File: config.mk
export PLATFORM = sky130hd
export DESIGN_NAME = resource_claim_table_unit
export DESIGN_NICKNAME = d
export VERILOG_FILES = /design/src/sv/rct_pkg.sv /design/src/sv/rct_cell.sv /design/src/sv/resource_claim_table_unit.sv
export VERILOG_INCLUDE_DIRS = /design/src /design/src/sv
export SDC_FILE = /design/constraint.sdc
export NUM_CORES = 1
export LEC_CHECK = 0
export BUFFER_PORTS_ARGS = -buffer_cell sky130_fd_sc_hd__buf_2
export CORE_ASPECT_RATIO = 0.6
export CORE_MARGIN = 1
export CORE_UTILIZATION = 30
export DETAILED_ROUTE_END_ITERATION = 10
export PLACE_DENSITY = 0.46
export SLEW_MARGIN = 20
export SYNTH_ARGS = -nofsm -noshare
export SYNTH_HDL_FRONTEND = slang
export SYNTH_SLANG_ARGS = --single-unit
export TNS_END_PERCENT = 20
File: constraint.sdc
create_clock -name aclk -period 5.7 [get_ports aclk]
set_input_delay 0.57 -clock aclk [delete_from_list [all_inputs] [get_ports aclk]]
set_output_delay 0.57 -clock aclk [all_outputs]
set_load 0.02 [all_outputs]
File: src/sv/resource_claim_table_unit_assert.svh
// Assertion macros used by the resource claim table top level.
`ifndef RESOURCE_CLAIM_TABLE_UNIT_ASSERT_SVH
`define RESOURCE_CLAIM_TABLE_UNIT_ASSERT_SVH

// Clocked check that is switched off while reset is held.
`define RCT_ASSERT(lbl, clk, rstn, prop, msg) \
    lbl: assert property (@(posedge clk) disable iff (!rstn) prop) else $error(msg);

// Clocked check that also holds during reset.
`define RCT_ASSERT_ALWAYS(lbl, clk, prop, msg) \
    lbl: assert property (@(posedge clk) prop) else $error(msg);

`endif

File: src/sv/rct_pkg.sv
// Types, sizes and codes of the resource claim table.
package rct_pkg;

    localparam int TABLE_ENTRIES = 16;
    localparam int RESOURCE_BITS = 16;
    localparam int OWNER_BITS    = 8;
    localparam int KIND_BITS     = 3;
    localparam int OP_BITS       = 2;
    localparam int STATUS_BITS   = 2;
    localparam int COUNT_BITS    = 5;

    localparam logic [OP_BITS-1:0] OP_CLAIM   = 2'd0;
    localparam logic [OP_BITS-1:0] OP_RELEASE = 2'd1;

    localparam logic [STATUS_BITS-1:0] STAT_OK       = 2'd0;
    localparam logic [STATUS_BITS-1:0] STAT_OTHER    = 2'd1;
    localparam logic [STATUS_BITS-1:0] STAT_FULL     = 2'd2;
    localparam logic [STATUS_BITS-1:0] STAT_NOT_HELD = 2'd3;

    typedef enum logic [1:0] {
        ST_IDLE,
        ST_MATCH,
        ST_RESOLVE,
        ST_COMMIT
    } state_t;

    // Command broadcast from the controller to every cell.
    typedef struct packed {
        logic                     match_en;
        logic                     resolve_en;
        logic                     write_en;
        logic                     clear_en;
        logic [KIND_BITS-1:0]     kind;
        logic [RESOURCE_BITS-1:0] resource;
        logic [OWNER_BITS-1:0]    owner;
    } cell_cmd_t;

    // Link handed from one cell to the next higher cell.
    typedef struct packed {
        logic                  hit_seen;
        logic                  free_seen;
        logic [OWNER_BITS-1:0] holder;
    } cell_link_t;

    // Per-cell status seen by the top level.
    typedef struct packed {
        logic valid;
        logic first_hit;
        logic first_free;
    } cell_stat_t;

endpackage

File: src/sv/rct_cell.sv
// One entry of the claim table with its match and priority link logic.
module rct_cell
    import rct_pkg::*;
(
    input  logic       aclk,
    input  logic       aresetn,
    input  cell_cmd_t  cmd,
    input  cell_link_t link_in,
    output cell_link_t link_out,
    output cell_stat_t stat
);

    logic                     valid_reg, valid_next;
    logic                     hit_reg, hit_next;
    logic                     first_hit_reg, first_hit_next;
    logic                     first_free_reg, first_free_next;
    logic [KIND_BITS-1:0]     kind_reg;
    logic [RESOURCE_BITS-1:0] resource_reg;
    logic [OWNER_BITS-1:0]    owner_reg;
    logic                     load;

    // Link to the next cell: a lower hit or free entry masks this one.
    always_comb begin
        link_out.hit_seen  = link_in.hit_seen | hit_reg;
        link_out.free_seen = link_in.free_seen | ~valid_reg;
        link_out.holder    = (hit_reg && !link_in.hit_seen) ? owner_reg : link_in.holder;
    end

    // Next values of the control bits.
    always_comb begin
        load            = cmd.write_en && first_free_reg;
        hit_next        = hit_reg;
        first_hit_next  = first_hit_reg;
        first_free_next = first_free_reg;
        valid_next      = valid_reg;
        if (cmd.match_en) begin
            hit_next = valid_reg && (kind_reg == cmd.kind) && (resource_reg == cmd.resource);
        end
        if (cmd.resolve_en) begin
            first_hit_next  = hit_reg && !link_in.hit_seen;
            first_free_next = !valid_reg && !link_in.free_seen;
        end
        if (load) begin
            valid_next = 1'b1;
        end else if (cmd.clear_en && first_hit_reg) begin
            valid_next = 1'b0;
        end
    end

    always_ff @(posedge aclk) begin
        if (!aresetn) begin
            valid_reg      <= 1'b0;
            hit_reg        <= 1'b0;
            first_hit_reg  <= 1'b0;
            first_free_reg <= 1'b0;
        end else begin
            valid_reg      <= valid_next;
            hit_reg        <= hit_next;
            first_hit_reg  <= first_hit_next;
            first_free_reg <= first_free_next;
        end
    end

    // Entry contents are written only when this cell takes a claim.
    always_ff @(posedge aclk) begin
        if (load) begin
            kind_reg     <= cmd.kind;
            resource_reg <= cmd.resource;
            owner_reg    <= cmd.owner;
        end
    end

    assign stat.valid      = valid_reg;
    assign stat.first_hit  = first_hit_reg;
    assign stat.first_free = first_free_reg;

endmodule

File: src/sv/resource_claim_table_unit.sv
// Top level of the resource claim table: controller, result register and cell row.
//
// The input stream carries one request per beat: claim, release or query of one
// resource, identified by kind and number, on behalf of one owner. The output
// stream returns exactly one result per request, in order: success, status,
// whether the resource is held afterwards, the holder and the held entry count.
// There is no configuration port.
//
// A request passes through the accept state, a match state in which every
// cell compares its entry, a resolve state in which the row of cells passes the
// lowest hit, lowest free entry and holder from cell to cell, and a commit state
// in which the table and the result register are updated. The result is valid
// in the cycle after commit, so the next request is taken only once commit is
// done; the block takes no new request while one is still in progress.
//
// A finished result waits in the output register while the next request is
// taken. If the receiver stalls with a result still waiting, the next request
// stays in its commit cycle until the register frees up. Reset frees every
// entry and clears the count at once; no clearing pass is needed.
`include "resource_claim_table_unit_assert.svh"

module resource_claim_table_unit
    import rct_pkg::*;
(
    input  logic        aclk,
    input  logic        aresetn,
    input  logic        s_tvalid,
    output logic        s_tready,
    // [1:0] operation, [4:2] resource_kind, [20:5] resource_number,
    // [28:21] owner_number, [31:29] zero
    input  logic [31:0] s_tdata,
    output logic        m_tvalid,
    input  logic        m_tready,
    // [0] success, [2:1] status_code, [3] is_held, [11:4] holder_number,
    // [16:12] held_count, [23:17] zero
    output logic [23:0] m_tdata
);

    state_t state_reg, state_next;

    logic [OP_BITS-1:0]       op_reg;
    logic [KIND_BITS-1:0]     kind_reg;
    logic [RESOURCE_BITS-1:0] resource_reg;
    logic [OWNER_BITS-1:0]    owner_reg;

    logic                     any_hit_reg;
    logic                     any_free_reg;
    logic [OWNER_BITS-1:0]    holder_reg;
    logic [COUNT_BITS-1:0]    count_reg, count_next;

    logic                     out_valid_reg, out_valid_next;
    logic                     out_success_reg;
    logic [STATUS_BITS-1:0]   out_status_reg;
    logic                     out_held_reg;
    logic [OWNER_BITS-1:0]    out_holder_reg;
    logic [COUNT_BITS-1:0]    out_count_reg;

    logic                     in_fire;
    logic                     slot_open;
    logic                     commit;
    logic                     match_en;
    logic                     resolve_en;
    logic                     own_match;
    logic                     do_write;
    logic                     do_clear;
    logic                     res_success;
    logic [STATUS_BITS-1:0]   res_status;
    logic                     res_held;
    logic [OWNER_BITS-1:0]    res_holder;

    cell_cmd_t                cmd;
    cell_link_t               link [TABLE_ENTRIES+1];
    cell_stat_t               stat [TABLE_ENTRIES];
    logic [TABLE_ENTRIES-1:0] valid_vec;
    logic [TABLE_ENTRIES-1:0] first_hit_vec;
    logic [TABLE_ENTRIES-1:0] first_free_vec;

    assign in_fire   = s_tvalid && s_tready;
    assign slot_open = !out_valid_reg || m_tready;

    // Sequencer next state.
    always_comb begin
        state_next = state_reg;
        unique case (state_reg)
            ST_IDLE:    if (s_tvalid) state_next = ST_MATCH;
            ST_MATCH:   state_next = ST_RESOLVE;
            ST_RESOLVE: state_next = ST_COMMIT;
            ST_COMMIT:  if (slot_open) state_next = ST_IDLE;
            default:    state_next = ST_IDLE;
        endcase
    end

    // Sequencer outputs.
    always_comb begin
        s_tready   = 1'b0;
        match_en   = 1'b0;
        resolve_en = 1'b0;
        commit     = 1'b0;
        unique case (state_reg)
            ST_IDLE:    s_tready   = 1'b1;
            ST_MATCH:   match_en   = 1'b1;
            ST_RESOLVE: resolve_en = 1'b1;
            ST_COMMIT:  commit     = slot_open;
            default:    s_tready   = 1'b0;
        endcase
    end

    always_ff @(posedge aclk) begin
        if (!aresetn) begin
            state_reg <= ST_IDLE;
        end else begin
            state_reg <= state_next;
        end
    end

    // Request capture.
    always_ff @(posedge aclk) begin
        if (in_fire) begin
            op_reg       <= s_tdata[1:0];
            kind_reg     <= s_tdata[4:2];
            resource_reg <= s_tdata[20:5];
            owner_reg    <= s_tdata[28:21];
        end
    end

    assign cmd = '{match_en: match_en, resolve_en: resolve_en, write_en: do_write,
                   clear_en: do_clear, kind: kind_reg, resource: resource_reg,
                   owner: owner_reg};

    // Row of cells; the link runs from entry zero upward.
    assign link[0] = '{hit_seen: 1'b0, free_seen: 1'b0, holder: '0};

    for (genvar g = 0; g < TABLE_ENTRIES; g++) begin : g_cell
        rct_cell u_cell (
            .aclk     (aclk),
            .aresetn  (aresetn),
            .cmd      (cmd),
            .link_in  (link[g]),
            .link_out (link[g+1]),
            .stat     (stat[g])
        );
        assign valid_vec[g]      = stat[g].valid;
        assign first_hit_vec[g]  = stat[g].first_hit;
        assign first_free_vec[g] = stat[g].first_free;
    end

    // Summary of the row, taken at the end of the resolve cycle.
    always_ff @(posedge aclk) begin
        if (cmd.resolve_en) begin
            any_hit_reg  <= link[TABLE_ENTRIES].hit_seen;
            any_free_reg <= link[TABLE_ENTRIES].free_seen;
            holder_reg   <= link[TABLE_ENTRIES].holder;
        end
    end

    // Decision for the request in its commit cycle.
    always_comb begin
        own_match   = (holder_reg == owner_reg);
        do_write    = 1'b0;
        do_clear    = 1'b0;
        res_success = 1'b0;
        res_status  = STAT_NOT_HELD;
        res_held    = 1'b0;
        res_holder  = '0;
        count_next  = count_reg;
        priority if (op_reg == OP_CLAIM) begin
            if (any_hit_reg) begin
                res_held    = 1'b1;
                res_holder  = holder_reg;
                res_success = own_match;
                res_status  = own_match ? STAT_OK : STAT_OTHER;
            end else if (any_free_reg) begin
                do_write    = commit;
                res_success = 1'b1;
                res_status  = STAT_OK;
                res_held    = 1'b1;
                res_holder  = owner_reg;
                count_next  = count_reg + COUNT_BITS'(1);
            end else begin
                res_status  = STAT_FULL;
            end
        end else if (op_reg == OP_RELEASE) begin
            if (any_hit_reg && own_match) begin
                do_clear    = commit;
                res_success = 1'b1;
                res_status  = STAT_OK;
                count_next  = count_reg - COUNT_BITS'(1);
            end else if (any_hit_reg) begin
                res_status  = STAT_OTHER;
                res_held    = 1'b1;
                res_holder  = holder_reg;
            end
        end else begin
            if (any_hit_reg) begin
                res_success = 1'b1;
                res_status  = STAT_OK;
                res_held    = 1'b1;
                res_holder  = holder_reg;
            end
        end
    end

    // Held entry count.
    always_ff @(posedge aclk) begin
        if (!aresetn) begin
            count_reg <= '0;
        end else if (commit) begin
            count_reg <= count_next;
        end
    end

    // Result register.
    always_comb begin
        out_valid_next = out_valid_reg;
        if (commit) begin
            out_valid_next = 1'b1;
        end else if (m_tready) begin
            out_valid_next = 1'b0;
        end
    end

    always_ff @(posedge aclk) begin
        if (!aresetn) begin
            out_valid_reg <= 1'b0;
        end else begin
            out_valid_reg <= out_valid_next;
        end
    end

    always_ff @(posedge aclk) begin
        if (commit) begin
            out_success_reg <= res_success;
            out_status_reg  <= res_status;
            out_held_reg    <= res_held;
            out_holder_reg  <= res_holder;
            out_count_reg   <= count_next;
        end
    end

    assign m_tvalid = out_valid_reg;
    assign m_tdata  = {7'd0, out_count_reg, out_holder_reg, out_held_reg,
                       out_status_reg, out_success_reg};

    // The count always equals the number of valid entries.
    `RCT_ASSERT(a_count_matches, aclk, aresetn, (count_reg == COUNT_BITS'($countones(valid_vec))), "held count differs from valid entries")
    // At most one cell is chosen as lowest hit and as lowest free entry.
    `RCT_ASSERT(a_one_hit, aclk, aresetn, ($onehot0(first_hit_vec) && $onehot0(first_free_vec)), "more than one cell selected")
    // A claim into the table only happens where a free entry was found.
    `RCT_ASSERT(a_write_free, aclk, aresetn, (do_write |-> (any_free_reg && !any_hit_reg)), "claim written without a free entry")
    // A new result appears only after a commit cycle.
    `RCT_ASSERT(a_result_after_commit, aclk, aresetn, ($rose(m_tvalid) |-> $past(state_reg) == ST_COMMIT), "result without commit")
    // No request is accepted while the sequencer is busy.
    `RCT_ASSERT(a_accept_idle, aclk, aresetn, (in_fire |=> state_reg == ST_MATCH), "request taken while busy")

endmodule

==> run_results.csv, run 1 <==
group,metric,value,unit
detailed_routing,drt_iter0_drc,1165,
cts,htree_levels,2,
layout,postLayoutCoreUtil,34.5,%
placed_design,dp_hpwl,35500,um
synthesis,async_flop_share,0,%
floorplanning,placementRows,78,
setup_path,critical_path_buf_inv_count,1,
worst_hold_path,whs_path_depth,1,
setup_path,start_kind,"flop",
global_route,top_usage_layer,"met1",
cts,hold_buffers,0,
sta,worst_pin_slew,1100,ps
sta,fin_crit,3300,ps
synthesis,syn_area_per_cell,14.8,sq um
detailed_routing,drc,0,
sta,skew,14.1,ps
sta,hold_viol,0,
global_route,grtUsageMet3,2.50,%
setup_path,critPathKind,"flop to flop",
sta,rsz0062_at_grt,"no",
cts,cts_resized,0,
synthesis,yosys_warnings,0,
floorplanning,ioPinCount,62,
global_route,grt_pass1_vias,12400,
synthesis,syn-instance-count,1559,
placed_design,post-place-ws,2280,ps
cts,cts_buffers,53,
setup_path,reg2reg_slack,2400,ps
detailed_routing,route.detailed.vias_per_inst,4.80,
power,peakVddDrop,0.277,mV
setup_path,cpMaxStageDelayCell,"and3_1",
cts,cts_tree,"built",
layout,finalNetCount,1656,
setup_path,crit_start,"any_hit_reg",
layout,layout_commonest_cell,"edfxtp_1",
layout,n_antenna_cell,0,
synthesis,synth_edf_count,488,
synthesis,synth_cell_types,63,
power,leakagePower,8.39,nW
cts,cts.clk_slew.worst_paths,70,ps
detailed_routing,wl_per_cell,22.1,um
power,powerDensity,378,mW/mm^2
setup_path,reg2reg_to,"g_cell[5].u_cell.valid_reg",
detailed_routing,drt-total-wl,58600,um
layout,nFillCells,7293,
synthesis,ys_seq_area_share,69.9,%
layout,syn_to_final_growth,13.4,%
setup_path,crit_family,"simple AND/OR/NAND/NOR gates",
floorplanning,die_h,217,um
layout,drive_gt1_share,11.0,%
global_route,grt_max_degree,78,
power,pwr-share-comb,15.4,%
detailed_routing,via_count,12800,
detailed_routing,antenna_left,0,
run,cap_violations,0,
power,p_seq_share,49.6,%
run_status,outcome,"finished clean",
power,power_frac_clock,35.0,%
layout,largest_reg_flops,256,
sta,slew_headroom,26.7,%
placed_design,placed_area,0.0244,sq mm
setup_path,endpoint_kind,"flop",
setup_path,worstPathArrival,3820,ps
placed_design,gp_congestion,0.771,
worst_hold_path,holdPathEnd,"owner_reg[6]",
sta,finalMaxSlewViolations,0,
layout,stdcell_area,0.0261,sq mm
floorplanning,core,0.0757,sq mm
power,swShare,27.9,%
setup_path,r2r_start,"any_hit_reg",
global_route,grt_util_met1,24.7,%
floorplanning,fp.dieArea,0.0779,sq mm
global_route,grt_pass1_wl,86100,um
synthesis,synth_flop_cell,"edfxtp_1",
worst_hold_path,min_from,"s_tdata[27]",
detailed_routing,drtPass1Iterations,4,
sta,period_share,57.9,%
floorplanning,initial_core_util,30.4,%
setup_path,rr_worst_depth,6,
sta,max_freq,303,MHz
cts,clk_latency,590,ps
setup_path,slowest_delay,940,ps
global_route,antenna_found_initial,1,
floorplanning,dieWidth,360,um
sta,layout_setup_ws,2400,ps
synthesis,ys_ff_latch,560,
sta,fin_setup_tns,0,ps
global_route,grt_overflow_total,0,
power,power.switching,0.00275,W
synthesis,syn_area,0.0230,sq mm
cts,post-cts-setup-buffer-count,0,
cts,max-clock-path-buffers,3,
placed_design,io_buffers,51,
global_route,grt_usage,15.0,%
setup_path,worstPathRequired,6220,ps
cts,clock_sinks,560,
setup_path,worst-path-max-fanout,28,
power,internal-power,0.00713,W
worst_hold_path,hold_path.class,"primary input to flop",
setup_path,path_cells,"nor4b_4, and3_1, nand2_1, inv_1, o21ai_0, a31oi_1",
global_route,grtUsageMet2,20.0,%
layout,final_cell_mix,"488 x edfxtp_1, 226 x xor2_1, 90 x xnor2_1, 72 x dfxtp_1, 66 x nor4_1",
cts,cts_root_buffer,"clkbuf_16",
sta,setup_viol,0,
## Yosys cell counts (all sizes together), types with 11 or more instances
master	count	area share, %
and2	15	0.41
a22oi	12	0.39
clkbuf	60	0.98
a21oi	13	0.28
a31oi	20	0.54
edfxtp	488	64
inv	45	0.73
xor2	226	8.6
a21boi	30	0.98
a221oi	11	0.42
buf	33	0.81
dfxtp	72	6.3
nor2b	28	0.76
nor2	14	0.23
nand2	52	0.85
nor3	16	0.39
mux2i	13	0.57
nor4	69	2.0
xnor2	90	3.4
a221o	16	0.70
nand2b	42	1.1
nand4	42	1.1
nand3	40	0.87
o21ai	19	0.41
## routing by layer
| metal | vias up | part of all wire, % |
|---|---|---|
| li1 | 5884 | - |
| met1 | 6552 | 55 |
| met2 | 272 | 39 |
| met3 | 62 | 4.8 |
| met4 | 0 | 1.3 |
| met5 | - | 0 |
## worst max-delay path by stage
stage / end / slack (ps) / cells past startpoint
after floorplan: g_cell[11].u_cell.kind_reg[0] / 3280 / 6
after global placement: g_cell[2].u_cell.valid_reg / 2330 / 6
after detailed placement: g_cell[9].u_cell.valid_reg / 2280 / 6
after CTS: g_cell[6].u_cell.valid_reg / 2230 / 6
after global routing: g_cell[5].u_cell.valid_reg / 2140 / 6
final: g_cell[5].u_cell.valid_reg / 2400 / 6
## area by class of cell
type / instances / area (sq um) / share of cell area (%)
clock inverter: 29 / 163 / 0.623
clock buffer: 70 / 1510 / 5.79
timing repair buffer: 87 / 533 / 2.04
sequential: 560 / 16100 / 61.6
multi-input combinational: 867 / 6390 / 24.5
inverter: 45 / 169 / 0.647
tap: 1000 / 1250 / 4.79
## power by group through the flow
stage	clock network (W)	logic [W]	registers, W
after global routing	0.00371	0.00165	0.00492
after CTS	0.00355	0.00155	0.00491
after global placement	0	0.00152	0.00500
after detailed placement	0	0.00154	0.00500
final	0.00346	0.00152	0.00490
after floorplan	0	0.000855	0.00502
## kinds of logic (layout without fill, tap and decap cells)
group	after synthesis	after routing	synth area share [%]
AO/OA/AOI/OAI	180	180	5.81
XOR/XNOR	316	316	12.0
adder cells (fa/ha/maj)	6	6	0.326
buffers and inverters	138	231	2.52
flip-flops	560	560	69.9
multiplexers	14	14	0.614
other	1	7	0.0163
AND/OR/NAND/NOR	344	344	8.80
## worst reg2reg max path, delay by kind of cell (launching register included)
kind | cells | cell delay (ps)
compound gates | 2 | 350
buf+inv | 1 | 830
flops | 1 | 510
simple gates | 3 | 1520
## through the flow
step           std cells  hold slack [ps]  power [W]
2_1_floorplan       1565              407    0.00588
3_3_place_gp        2558              432    0.00651
3_5_place_dp        2558              427    0.00654
4_1_cts             2657              117     0.0100
5_1_grt             2658              122     0.0103
6_report            2658              150    0.00988
No activity file was read; power rests on OpenSTA's default activity.
==> run 2: changes to the inputs <==
--- a/config.mk
+++ b/config.mk
@@ -6,12 +6,13 @@
 export SDC_FILE = /design/constraint.sdc
 export NUM_CORES = 1
 export LEC_CHECK = 0
+export ABC_AREA = 1
 export BUFFER_PORTS_ARGS = -buffer_cell sky130_fd_sc_hd__buf_2
 export CORE_ASPECT_RATIO = 0.6
 export CORE_MARGIN = 1
 export CORE_UTILIZATION = 30
 export DETAILED_ROUTE_END_ITERATION = 10
-export PLACE_DENSITY = 0.46
+export PLACE_DENSITY = 0.48
 export SLEW_MARGIN = 20
 export SYNTH_ARGS = -nofsm -noshare
 export SYNTH_HDL_FRONTEND = slang
==> constraint.sdc (replaced) <==
create_clock -name aclk -period 3 [get_ports aclk]
set_input_delay 0.3 -clock aclk [delete_from_list [all_inputs] [get_ports aclk]]
set_output_delay 0.3 -clock aclk [all_outputs]
set_load 0.02 [all_outputs]
==> run 2 against run 1 <==
  * Clock power is 100% higher
  * Clock skew hardly changed
  * Highest routed layer unchanged
  * Area after synthesis is 0.48% higher
  * Largest power group unchanged
==> run_results.csv, run 2 <==
group,metric,value,unit
worst_hold_path,hold_path.class,"primary input to flop",
global_route,grt_overflow_total,0,
setup_path,worst-path-max-fanout,19,
cts,max-clock-path-buffers,3,
synthesis,netlist.top_cell.by_area,"edfxtp_1",
synthesis,synth.area.top_cells,"edfxtp_1 63%, dfxtp_1 6.2%, nand2_1 4.4%",
power,pwr-share-comb,14.6,%
sta,skew,14.6,ps
layout,nFillCells,7390,
global_route,grt_pass1_vias,14700,
run,cap_violations,0,
synthesis,syn_area_per_cell,12.1,sq um
sta,fin_setup_tns,0,ps
global_route,grtUsageMet3,2.16,%
setup_path,r2r_start,"op_reg[0]",
synthesis,ys_seq_area_share,69.6,%
floorplanning,fp.dieArea,0.0783,sq mm
placed_design,placed_area,0.0252,sq mm
cts,cts.clk_slew.worst_paths,60,ps
setup_path,cpMaxStageDelayCell,"edfxtp_1",
synthesis,async_flop_share,0,%
sta,worst_pin_slew,924,ps
power,internal-power,0.0140,W
sta,finalMaxSlewViolations,0,
setup_path,crit_family,"buffers and inverters",
floorplanning,placementRows,78,
synthesis,yosysMostFrequentCell,"edfxtp_1",
sta,slew_headroom,36.8,%
detailed_routing,wl_per_cell,19.0,um
cts,cts_buffers,55,
global_route,top_usage_layer,"met1",
layout,syn_to_final_growth,18.1,%
synthesis,yosys_warnings,0,
placed_design,dp_hpwl,41500,um
detailed_routing,via_count,15000,
global_route,grt_max_degree,50,
layout,drive_gt1_share,13.2,%
layout,final_cell_mix,"488 x edfxtp_1, 273 x nand2_1, 150 x inv_1, 147 x nor2_1, 144 x nand3_1",
detailed_routing,drtPass1Iterations,5,
global_route,grt_usage,15.2,%
sta,max_freq,372,MHz
power,p_total,0.0192,W
layout,largest_reg_flops,256,
setup_path,worstPathArrival,2970,ps
setup_path,worstPathRequired,3280,ps
global_route,grt_util_met1,25.1,%
sta,fin_crit,2690,ps
synthesis,synth_edf_count,488,
detailed_routing,drt_iter0_drc,1133,
layout,fin_cells,3121,
power,p_seq_share,48.5,%
cts,cts_tree,"built",
synthesis,netlist_top_cells_count,"488 x edfxtp_1, 273 x nand2_1, 151 x inv_1",
detailed_routing,drt-total-wl,59200,um
power,powerDensity,703,mW/mm^2
synthesis,synth.top_cell.area_share,63.3,%
floorplanning,dieWidth,361,um
synthesis,synthMuxAreaShare,0,%
worst_hold_path,min_from,"s_tvalid",
cts,clock_sinks,560,
synthesis,synth-simple-area-share,13.3,%
setup_path,critical_path_buf_inv_count,6,
run_status,outcome,"finished clean",
floorplanning,ioPinCount,62,
layout,layout_commonest_cell,"edfxtp_1",
synthesis,synth_top_family_by_area,"simple AND/OR/NAND/NOR gates",
cts,clk_latency,610,ps
floorplanning,core,0.0759,sq mm
placed_design,io_buffers,51,
power,swShare,27.2,%
setup_path,cp_common_cell,"inv_2",
floorplanning,initial_core_util,30.5,%
synthesis,ys_ff_latch,560,
cts,post-cts-setup-buffer-count,0,
power,peakVddDrop,0.432,mV
synthesis,syn-instance-count,1918,
sta,setup_viol,0,
sta,hold_viol,0,
setup_path,crit_start,"op_reg[0]",
global_route,grtUsageMet2,20.3,%
synthesis,synth_flop_cell,"edfxtp_1",
global_route,antenna_found_initial,0,
cts,cts_root_buffer,"clkbuf_16",
synthesis,synth_fa_ha_area_share,0.324,%
sta,fin_hold_ws,127,ps
floorplanning,die_h,217,um
synthesis,synth_cell_types,41,
setup_path,endpoint_kind,"flop",
global_route,grt_pass1_wl,90200,um
placed_design,placed_cells,2987,
synthesis,synth-compound-area-share,7.20,%
setup_path,start_kind,"flop",
detailed_routing,antenna_left,0,
cts,htree_levels,2,
synthesis,syn_area,0.0231,sq mm
setup_path,critPathKind,"flop to flop",
placed_design,gp_congestion,0.810,
detailed_routing,drc,0,
sta,period_share,89.6,%
layout,finalNetCount,2116,
layout,stdcell_area,0.0273,sq mm
synthesis,yosys.area_share.xor_xnor,5.03,%
setup_path,path_cells,"nor2_1, inv_2, nor2_1, inv_2, nor2_4, inv_2, nor2_4, buf_4, nand2_1, inv_1, buf_4",
power,power_frac_clock,36.9,%
setup_path,slowest_delay,390,ps
detailed_routing,route.detailed.vias_per_inst,4.79,
sta,rsz0062_at_grt,"no",
power,power.switching,0.00523,W
power,leakagePower,9.57,nW
## run 2: worst paths after layout
path                            slack, ps                           endpoint  cells past startpoint
worst max-delay path                  310  g_cell[10].u_cell.resource_reg[6]                     11
worst min-delay path                  130                       state_reg[1]                      3
worst max register to register        310  g_cell[10].u_cell.resource_reg[6]                     11
worst min register to register        460     g_cell[1].u_cell.first_hit_reg                      2
## run 2: worst reg2reg max path, cell delays in order (launching register included)
cell,delay [ps]
edfxtp_1,390
nor2_1,250
inv_2,120
nor2_1,190
inv_2,80
nor2_4,250
inv_2,140
nor2_4,110
buf_4,280
nand2_1,120
inv_1,110
buf_4,300
## run 2: layer usage
metal / wire length [um] / part of all wire (%)
met1: 32300 / 55
met2: 23200 / 39
met3: 2960 / 5.0
met4: 786 / 1.3
met5: 0 / 0
## run 2: power groups by stage
stage / sequential [W] / clock, W / combinational (W)
final: 0.00931 / 0.00708 / 0.00281
after global routing: 0.00935 / 0.00758 / 0.00311
after CTS: 0.00932 / 0.00726 / 0.00282
after detailed placement: 0.00948 / 0 / 0.00278
after global placement: 0.00948 / 0 / 0.00273
after floorplan: 0.00953 / 0 / 0.00147
## run 2: area by class of cell
cell class	instances	area, sq um	area share, %
diodes	1	2.50	0.00916
clock buffers	65	1490	5.44
clock inverters	38	337	1.23
inverters	164	616	2.25
multi-input cells	1107	6020	22.0
flip-flops and latches	560	16100	58.9
well taps	1000	1250	4.58
repair buffers	186	1520	5.56
## run 2: kinds of logic after synthesis
family / Yosys count
compound gates: 279
xor+xnor: 133
fa+ha+maj: 6
buf+inv: 257
flops: 560
other cells: 1
simple gates: 682
## run 2: per-stage QoR
step | util (%) | worst slack [ps]
after global routing | 36.0 | 92.8
after floorplan | - | 685
after global placement | 33.2 | 271
final | 36.0 | 313
after detailed placement | 33.2 | 170
after CTS | 36.0 | 157
## run 2: repair_timing
action	in CTS	in global routing
hold buffers	30	0
setup endpoints to repair	0	8
hold endpoints to repair	30	0
resized for setup	0	1
